**config.mk**
```make
export PLATFORM = sky130hd
export DESIGN_NAME = button_wheel_input_qualifier_unit
export DESIGN_NICKNAME = d
export VERILOG_FILES = /design/src/design/bwiq_pkg.sv /design/src/design/bwiq_timer.sv /design/src/design/button_wheel_input_qualifier_unit.sv
export SDC_FILE = /design/constraint.sdc
export NUM_CORES = 1
export LEC_CHECK = 0
export BUFFER_PORTS_ARGS = -buffer_cell sky130_fd_sc_hd__buf_2
export CORE_MARGIN = 2
export CORE_UTILIZATION = 62
export CTS_CLUSTER_DIAMETER = 80
export DETAILED_ROUTE_END_ITERATION = 10
export HOLD_SLACK_MARGIN = 0.1
export PLACE_DENSITY = 0.83
export SETUP_SLACK_MARGIN = 0.1
export SLEW_MARGIN = 20
export SYNTH_ARGS = -nofsm -noshare
export SYNTH_HDL_FRONTEND = slang
export SYNTH_SLANG_ARGS = --single-unit
export TNS_END_PERCENT = 10
```
**constraint.sdc**
```tcl
create_clock -name clk -period 6 [get_ports clk]
set_clock_uncertainty 0.15 [all_clocks]
set_input_delay 0.9 -clock clk [delete_from_list [all_inputs] [get_ports clk]]
set_output_delay 0.9 -clock clk [all_outputs]
set_load 0.05 [all_outputs]
```
**src/design/bwiq_pkg.sv**
```systemverilog
// Shared types and constants for the button and wheel input qualifier.
package bwiq_pkg;

  // Width of every configuration register and of the wheel level field
  localparam int CFG_W   = 16;
  localparam int LEVEL_W = 16;

  // Configuration port index width and register indexes
  localparam int CFG_IDX_W = 3;

  typedef enum logic [CFG_IDX_W-1:0] {
    CFG_DOUBLE_CLICK_MS     = 3'd0,
    CFG_BUTTON_LOCKOUT_MS   = 3'd1,
    CFG_WHEEL_LOCKOUT_MS    = 3'd2,
    CFG_WHEEL_MIDDLE        = 3'd3,
    CFG_WHEEL_UP_SPAN       = 3'd4,
    CFG_WHEEL_DOWN_SPAN     = 3'd5,
    CFG_WHEEL_RELEASE_LEVEL = 3'd6
  } cfg_idx_t;

  // Register values after reset
  localparam logic [CFG_W-1:0] RST_DOUBLE_CLICK_MS     = 16'd400;
  localparam logic [CFG_W-1:0] RST_BUTTON_LOCKOUT_MS   = 16'd200;
  localparam logic [CFG_W-1:0] RST_WHEEL_LOCKOUT_MS    = 16'd200;
  localparam logic [CFG_W-1:0] RST_WHEEL_MIDDLE        = 16'd32768;
  localparam logic [CFG_W-1:0] RST_WHEEL_UP_SPAN       = 16'd16384;
  localparam logic [CFG_W-1:0] RST_WHEEL_DOWN_SPAN     = 16'd16384;
  localparam logic [CFG_W-1:0] RST_WHEEL_RELEASE_LEVEL = 16'd6554;

  // Stream payload widths (padded to whole bytes)
  localparam int IN_DATA_W  = 24;
  localparam int OUT_DATA_W = 8;

  // Control of one millisecond timer for the current transaction
  typedef struct packed {
    logic start;
    logic stop;
  } tmr_ctrl_t;

endpackage

```
**src/design/bwiq_timer.sv**
```systemverilog
// Saturating millisecond timer with a running flag, advanced once per transaction.
module bwiq_timer
  import bwiq_pkg::*;
#(
  parameter int TIMER_BITS = 16
) (
  input  logic                  clk,
  input  logic                  rst_n,
  input  logic                  tick_en,
  input  tmr_ctrl_t             ctrl,
  output logic [TIMER_BITS-1:0] count
);

  logic [TIMER_BITS-1:0] count_r, count_nxt;
  logic                  running_r, running_nxt;

  // Apply stop or start, then count up while running, holding at the top
  always_comb begin
    running_nxt = running_r;
    count_nxt   = count_r;
    if (ctrl.stop) begin
      running_nxt = 1'b0;
      count_nxt   = '0;
    end else begin
      if (ctrl.start) begin
        running_nxt = 1'b1;
      end
      if (running_nxt && (count_r != {TIMER_BITS{1'b1}})) begin
        count_nxt = count_r + 1'b1;
      end
    end
  end

  always_ff @(posedge clk) begin
    if (!rst_n) begin
      running_r <= 1'b0;
      count_r   <= '0;
    end else if (tick_en) begin
      running_r <= running_nxt;
      count_r   <= count_nxt;
    end
  end

  assign count = count_r;

endmodule

```
**src/design/button_wheel_input_qualifier_unit.sv**
```systemverilog
// Top level of the button and wheel input qualifier.
//
// Usage: feed one transaction per millisecond tick on the in_ stream carrying
// the green and red button levels and the averaged wheel level. Every input
// transaction yields exactly one out_ transaction with five event pulses:
// green click, red click, double click, wheel up and wheel down.
// Thresholds and lockout times are written through the cfg_ port while the
// stream is idle; a write takes effect at the clock edge where cfg_we is high.
//
// An accepted item is held in the input register, its result is computed from
// there and registered in the output stage, so out_tvalid rises once the item
// has passed the input register and the output register. Throughput: one item
// per cycle while out_tready is high, set by the single update of the arm flags
// and the three timers in the result stage.
//
// Reset (synchronous, rst_n low): buttons and wheel armed, all timers
// stopped at zero, registers at their default values, both stages empty.
// When the receiver holds out_tready low the result stays in the output
// register, the input stage keeps one more item, and then in_tready drops.
module button_wheel_input_qualifier_unit
  import bwiq_pkg::*;
#(
  parameter int TIMER_BITS = 16,
  parameter int LEVEL_BITS = 16
) (
  input  logic                  clk,
  input  logic                  rst_n,
  // Input stream
  input  logic                  in_tvalid,
  output logic                  in_tready,
  // [0] green_pressed, [1] red_pressed, [17:2] wheel_level, [23:18] zero
  input  logic [IN_DATA_W-1:0]  in_tdata,
  // Result stream
  output logic                  out_tvalid,
  input  logic                  out_tready,
  // [0] green_click, [1] red_click, [2] double_click, [3] wheel_up,
  // [4] wheel_down, [7:5] zero
  output logic [OUT_DATA_W-1:0] out_tdata,
  // Configuration write port
  input  logic                  cfg_we,
  input  logic [CFG_IDX_W-1:0]  cfg_index,
  input  logic [CFG_W-1:0]      cfg_wdata
);

  localparam int CMP_W = (TIMER_BITS > CFG_W) ? TIMER_BITS : CFG_W;
  localparam int LVL_LSB = CFG_W - LEVEL_BITS;

  // Configuration registers
  logic [CFG_W-1:0] dbl_ms_r, btn_lock_r, whl_lock_r;
  logic [CFG_W-1:0] whl_mid_r, whl_up_span_r, whl_dn_span_r, whl_rel_r;

  always_ff @(posedge clk) begin
    if (!rst_n) begin
      dbl_ms_r      <= RST_DOUBLE_CLICK_MS;
      btn_lock_r    <= RST_BUTTON_LOCKOUT_MS;
      whl_lock_r    <= RST_WHEEL_LOCKOUT_MS;
      whl_mid_r     <= RST_WHEEL_MIDDLE;
      whl_up_span_r <= RST_WHEEL_UP_SPAN;
      whl_dn_span_r <= RST_WHEEL_DOWN_SPAN;
      whl_rel_r     <= RST_WHEEL_RELEASE_LEVEL;
    end else if (cfg_we) begin
      case (cfg_index)
        CFG_DOUBLE_CLICK_MS:     dbl_ms_r      <= cfg_wdata;
        CFG_BUTTON_LOCKOUT_MS:   btn_lock_r    <= cfg_wdata;
        CFG_WHEEL_LOCKOUT_MS:    whl_lock_r    <= cfg_wdata;
        CFG_WHEEL_MIDDLE:        whl_mid_r     <= cfg_wdata;
        CFG_WHEEL_UP_SPAN:       whl_up_span_r <= cfg_wdata;
        CFG_WHEEL_DOWN_SPAN:     whl_dn_span_r <= cfg_wdata;
        CFG_WHEEL_RELEASE_LEVEL: whl_rel_r     <= cfg_wdata;
        default: ;
      endcase
    end
  end

  // Input stage
  logic                  s1_valid_r;
  logic                  s1_green_r, s1_red_r;
  logic [LEVEL_BITS-1:0] s1_level_r;
  logic                  out_valid_r;
  logic [4:0]            out_flags_r, out_flags_nxt;
  logic                  advance;
  logic                  step;

  assign advance   = !out_valid_r || out_tready;
  assign in_tready = !s1_valid_r || advance;
  assign step      = s1_valid_r && advance;

  always_ff @(posedge clk) begin
    if (!rst_n) begin
      s1_valid_r <= 1'b0;
    end else if (in_tready) begin
      s1_valid_r <= in_tvalid;
    end
  end

  // Keep only the level bits that take part in the compares
  always_ff @(posedge clk) begin
    if (in_tvalid && in_tready) begin
      s1_green_r <= in_tdata[0];
      s1_red_r   <= in_tdata[1];
      s1_level_r <= in_tdata[2+CFG_W-1 -: LEVEL_BITS];
    end
  end

  // Timers
  tmr_ctrl_t             btn_ctrl, pair_ctrl, whl_ctrl;
  logic [TIMER_BITS-1:0] btn_cnt, pair_cnt, whl_cnt;

  bwiq_timer #(.TIMER_BITS(TIMER_BITS)) u_btn_timer (
    .clk(clk), .rst_n(rst_n), .tick_en(step), .ctrl(btn_ctrl),
    .count(btn_cnt)
  );

  bwiq_timer #(.TIMER_BITS(TIMER_BITS)) u_pair_timer (
    .clk(clk), .rst_n(rst_n), .tick_en(step), .ctrl(pair_ctrl),
    .count(pair_cnt)
  );

  bwiq_timer #(.TIMER_BITS(TIMER_BITS)) u_whl_timer (
    .clk(clk), .rst_n(rst_n), .tick_en(step), .ctrl(whl_ctrl),
    .count(whl_cnt)
  );

  // Arm flags
  logic btn_armed_r, btn_armed_nxt;
  logic whl_armed_r, whl_armed_nxt;
  logic first_seen_r, first_seen_nxt;

  // Button decision
  logic btn_idle, pair_idle, whl_idle;
  logic g_click, r_click, click, btn_rearm, pair_drop, dbl_hit;

  assign btn_idle  = (btn_cnt == '0);
  assign pair_idle = (pair_cnt == '0);
  assign whl_idle  = (whl_cnt == '0);

  assign g_click   = btn_armed_r && s1_green_r && btn_idle;
  assign r_click   = btn_armed_r && !s1_green_r && s1_red_r && btn_idle;
  assign click     = g_click || r_click;
  assign btn_rearm = !btn_armed_r && !s1_green_r && !s1_red_r &&
                     (CMP_W'(btn_cnt) > CMP_W'(btn_lock_r));
  assign pair_drop = !click && !btn_rearm && (CMP_W'(pair_cnt) > CMP_W'(dbl_ms_r));
  assign dbl_hit   = click && !pair_idle && first_seen_r &&
                     (CMP_W'(pair_cnt) <= CMP_W'(dbl_ms_r));

  // Wheel windows at the chosen level resolution
  logic [LEVEL_BITS-1:0] lvl, mid, up_span, dn_span, rel;
  logic [LEVEL_BITS:0]   up_edge, lvl_plus_dn;
  logic                  whl_up, whl_down, whl_rearm;

  assign lvl         = s1_level_r;
  assign mid         = whl_mid_r[CFG_W-1:LVL_LSB];
  assign up_span     = whl_up_span_r[CFG_W-1:LVL_LSB];
  assign dn_span     = whl_dn_span_r[CFG_W-1:LVL_LSB];
  assign rel         = whl_rel_r[CFG_W-1:LVL_LSB];
  assign up_edge     = {1'b0, mid} + {1'b0, up_span};
  // lvl > mid - dn_span, kept unsigned
  assign lvl_plus_dn = {1'b0, lvl} + {1'b0, dn_span};

  assign whl_up    = whl_armed_r && whl_idle && (lvl > mid) && ({1'b0, lvl} < up_edge);
  assign whl_down  = whl_armed_r && whl_idle && (lvl < mid) && (lvl_plus_dn > {1'b0, mid});
  assign whl_rearm = !whl_armed_r && (lvl < rel) &&
                     (CMP_W'(whl_cnt) > CMP_W'(whl_lock_r));

  // Next state and timer control
  always_comb begin
    btn_armed_nxt  = btn_armed_r;
    whl_armed_nxt  = whl_armed_r;
    first_seen_nxt = first_seen_r;
    btn_ctrl       = '{start: click, stop: btn_rearm};
    pair_ctrl      = '{start: click && pair_idle, stop: dbl_hit || pair_drop};
    whl_ctrl       = '{start: whl_up || whl_down, stop: whl_rearm};
    if (click) begin
      btn_armed_nxt = 1'b0;
    end else if (btn_rearm) begin
      btn_armed_nxt = 1'b1;
    end
    if (click && pair_idle) begin
      first_seen_nxt = 1'b1;
    end else if (dbl_hit) begin
      first_seen_nxt = 1'b0;
    end
    if (whl_up || whl_down) begin
      whl_armed_nxt = 1'b0;
    end else if (whl_rearm) begin
      whl_armed_nxt = 1'b1;
    end
    out_flags_nxt = {whl_down, whl_up, dbl_hit, r_click, g_click};
  end

  always_ff @(posedge clk) begin
    if (!rst_n) begin
      btn_armed_r  <= 1'b1;
      whl_armed_r  <= 1'b1;
      first_seen_r <= 1'b0;
    end else if (step) begin
      btn_armed_r  <= btn_armed_nxt;
      whl_armed_r  <= whl_armed_nxt;
      first_seen_r <= first_seen_nxt;
    end
  end

  // Output stage: hold the result until the receiver takes it
  always_ff @(posedge clk) begin
    if (!rst_n) begin
      out_valid_r <= 1'b0;
    end else if (advance) begin
      out_valid_r <= s1_valid_r;
    end
  end

  always_ff @(posedge clk) begin
    if (step) begin
      out_flags_r <= out_flags_nxt;
    end
  end

  assign out_tvalid = out_valid_r;
  assign out_tdata  = {{(OUT_DATA_W-5){1'b0}}, out_flags_r};

endmodule
```
==> summary.md <==
| Metric | Value |
|---|---|
| Vias in the first global route | 9586 |
| Congestion Overflow GR | 0 |
| Final Hold Fails | 0 |
| CTS root buffer | clkbuf_16 |
| Max-cap violations | 0 |
| Top cell type's share of synthesized area | approximately 30% |
| CTS tree | done |
| Top FF cell, synth | dfxtp_1 |
| Sequential fraction of the synthesis area | 35.1% |
| Worst-path cell chain | ha_1, a21o_1, a21oi_1, nor2b_1, o211ai_1, a21oi_1, a41o_1, o31ai_1, o21ai_0, a21oi_1, xnor2_1, ha_1, nand4_1, or2_0, or3_1, a221oi_2, nor3_2, o311a_2, and3b_1, a221o_1 |
| HP Class | reg2reg |
| RSZ-0062 raised after global routing | no |
| CP Capture Point | u_whl_timer.count[2]$_SDFFE_PN0P_ |
| Top cell by count, worst path | a21oi_1 |
| Routed vias/inst | 6.01 |
| R2R Path Start | lvl[1]$_DFFE_PP_ |
| Final Non-Filler Cells | around 1600 |
| Worst-path maximum fanout | 20 |
| Placed instance count | 1608 |
| Reg-to-reg endpoint | u_whl_timer.count[2]$_SDFFE_PN0P_ |
| Top post-synthesis cells by count | nand2_1, dfxtp_1, ha_1, inv_1, a21boi_0 |
| Die ar. | 19700 sq um |
| I/O pins | 58 |
| Most common cell in the netlist | nand2_1 |
| Core Region | 18100 sq um |
| CP max stage delay | 0.50 ns |
| Worst rel slew slack | 32.3% |
| Largest net degree at the start of global routing | 104 |
| Post-DR wirelength/cell | 17.0 um |
| Peak supply drop | 0.243 mV |
| Initial antenna violation count | 1 |
| WHS | ~0.32 ns |
| Pwr Density | about 230 nW/um^2 |
| Residual DRC count | 0 |
| YS warnings | 0 |
| Final net count | 1596 |
| Layout cells sized above 1 | 8.22% |
| Rows | 49 |
| Worst R2R Setup Slack | 0.42 ns |
| Area leader, netlist | dfxtp_1 |
| Final ANT Viol Nets | 0 |
| Synth async-reset ratio | 0% |
| Worst-Skew Late Latency | around 0.45 ns |
| Static Leakage | 5.20 nW |
| Synthesized cell area | 11500 sq um |
| R2R cell count | 20 |
| Setup TNS | 0 ns |
| Routed via count | around 10000 |
| DRT Pass-1 Iters | 7 |
| GPL Wtd Cong | approximately 0.88 |
| Setup crit start kind | flip-flop |
| Number of DRC markers in iteration 0 | 698 |
| Vert. Die Dim | between 100 and 150 um |
| Delay-heaviest family, CP | compound AO/OA/AOI/OAI gates |
| Post-synth EDFFs | 23 |
| Netlist cell types | 74 |
| Top cells by area, synth | dfxtp_1, ha_1, nand2_1, a21boi_0, edfxtp_1 |
| Slew Limit Fails | 0 |
| CTS Buf Count | 17 |
| Setup-failing EPs final | 0 |
| Mean post-synth cell area | 8.48 sq um |
| WP data required | 6.18 ns |
| Gr usage total | between 20% and 30% |
| Fmax | 0.179 GHz |
| First-pass GRT wire length | 46000 um |
| Clock transition at path regs | 0.08 ns |
| Cell count after synthesis | 1362 |
| CP Capture Type | flip-flop |
| Crit. Startpoint | lvl[1]$_DFFE_PP_ |
| Period utilization | between 90% and 100% |
| Diode count | 0 |
| WP data arrival | 5.76 ns |
| Synthesis-stage register bit count | 191 |
| Min Clock Period, post-route | 5.58 ns |
| WP depth | 20 |
| Sinks on Clock Net | between 150 and 200 |
| Status | finished clean |
| Worst Tran Pin Value | 1.01 ns |
| Die X | 140 um |
| CTS Hold Bufs | 0 |
| CP bufs+invs | 0 |
| Crit Path Category | reg2reg |
| Area delta synth->final | 8.67% |
| Final Util | 69.1% |
| H-Tree Depth | 4 |
| CTS max path bufs | 2 |
| HPWL Detailed | around 20000 um |
| Initial Util | 63.6% |
| Final WL | 27900 um |
| I/O Buffers | 48 |
| Slowest cell on the critical path | o311a_2 |
flip-flops by register name, summed over array words and instances, names as in the netlist, 5 cells and up:
| register | cells |
|---|---|
| u_btn_timer.count | 16 |
| lvl | 16 |
| whl_lock_r | 16 |
| mid | 16 |
| out_flags_r | 5 |
| up_span | 16 |
| u_whl_timer.count | 16 |
| dn_span | 16 |
| u_pair_timer.count | 16 |
| btn_lock_r | 16 |
| dbl_ms_r | 16 |
| rel | 16 |
how the worst min path moves through the flow:
stage | slack, ns | endpoint | depth (start not counted) | from
CTS | 0.32 | btn_lock_r[2]$_SDFFE_PN0P_ | 2 | btn_lock_r[2]$_SDFFE_PN0P_
finish | 0.32 | btn_lock_r[2]$_SDFFE_PN0P_ | 2 | btn_lock_r[2]$_SDFFE_PN0P_
global placement | 0.30 | u_pair_timer.running_r$_SDFFE_PN0P_ | 2 | u_pair_timer.running_r$_SDFFE_PN0P_
detailed placement | 0.31 | btn_lock_r[2]$_SDFFE_PN0P_ | 2 | btn_lock_r[2]$_SDFFE_PN0P_
floorplan | 0.28 | u_pair_timer.running_r$_SDFFE_PN0P_ | 2 | u_pair_timer.running_r$_SDFFE_PN0P_
global route | 0.34 | btn_lock_r[15]$_SDFFE_PN0P_ | 2 | btn_lock_r[15]$_SDFFE_PN0P_
logic make-up after synthesis:
kind of cell / synth area share (%)
adders and majority gates: 16.4
xor gates and xnor gates: 3.57
other: 0.0325
buffers and inverters: 4.69
DFF: 35.1
and+or+nand+nor: 20.6
muxes: 0.195
AOI/OAI and AO/OA: 19.4
per-layer routing:
metal	global-route usage, %	routed length, um
met1	35.8	11900
met2	50.2	13600
met3	5.33	1610
met4	10.3	754
met5	0	0
cell usage in the layout, fill, tap and decap left out, drive strengths merged, types with 4 or more instances in the layout:
cell / n
o211ai: 22
a31oi: 7
buf: 54
clkbuf: 19
nor3: 17
o21ai: 42
nor4b: 5
a21o: 20
nor4: 8
nand2b: 11
xnor2: 20
nor2: 70
o21a: 11
edfxtp: 23
nand3: 33
a21oi: 71
a22o: 4
a221o: 10
a211o: 5
nand4: 22
clkinv: 4
or2: 8
inv: 103
nor2b: 18
and4: 6
a21boi: 93
dfxtp: 168
xor2: 27
or3: 15
ha: 148
nand2: 269
a211oi: 7
and3: 25
a2111oi: 4
power breakdown:
part | internal [mW] | switching, mW
sequential | 1.33 | 0.0267
clock | 0.602 | 0.540
combinational | 0.128 | 0.213
total | 2.06 | 0.780
worst reg2reg max path: stages (launching register included):
cell and delay (ns):
edfxtp_1 0.48, ha_1 0.33, a21o_1 0.18, a21oi_1 0.22, nor2b_1 0.10, o211ai_1 0.19
a21oi_1 0.15, a41o_1 0.30, o31ai_1 0.32, o21ai_0 0.14, a21oi_1 0.21, xnor2_1 0.10
ha_1 0.31, nand4_1 0.13, or2_0 0.27, or3_1 0.42, a221oi_2 0.33, nor3_2 0.14
o311a_2 0.50, and3b_1 0.24, a221o_1 0.25
final cells by class:
class                      instances  area, sq um
inverter                          96          360
clock buffer                      19          443
multi-input combinational       1038         6980
tap                              229          287
timing repair buffer              54          285
fill                            1414         5600
sequential                       191         4050
clock inverter                    13          141
through the flow:
step	area, sq um	power [mW]	worst slack [ns]
finish	12500	2.84	0.420
global route	12500	2.94	0.115
CTS	12500	2.84	0.380
detailed placement	11900	1.72	0.426
global placement	11900	1.70	0.564
floorplan	11600	1.61	1.22
timing repair:
item,in CTS,in global routing
endpoints found under the setup margin,0,7
setup buffers,0,0
resized for setup,0,1
No activity file was read; power rests on OpenSTA's default activity.
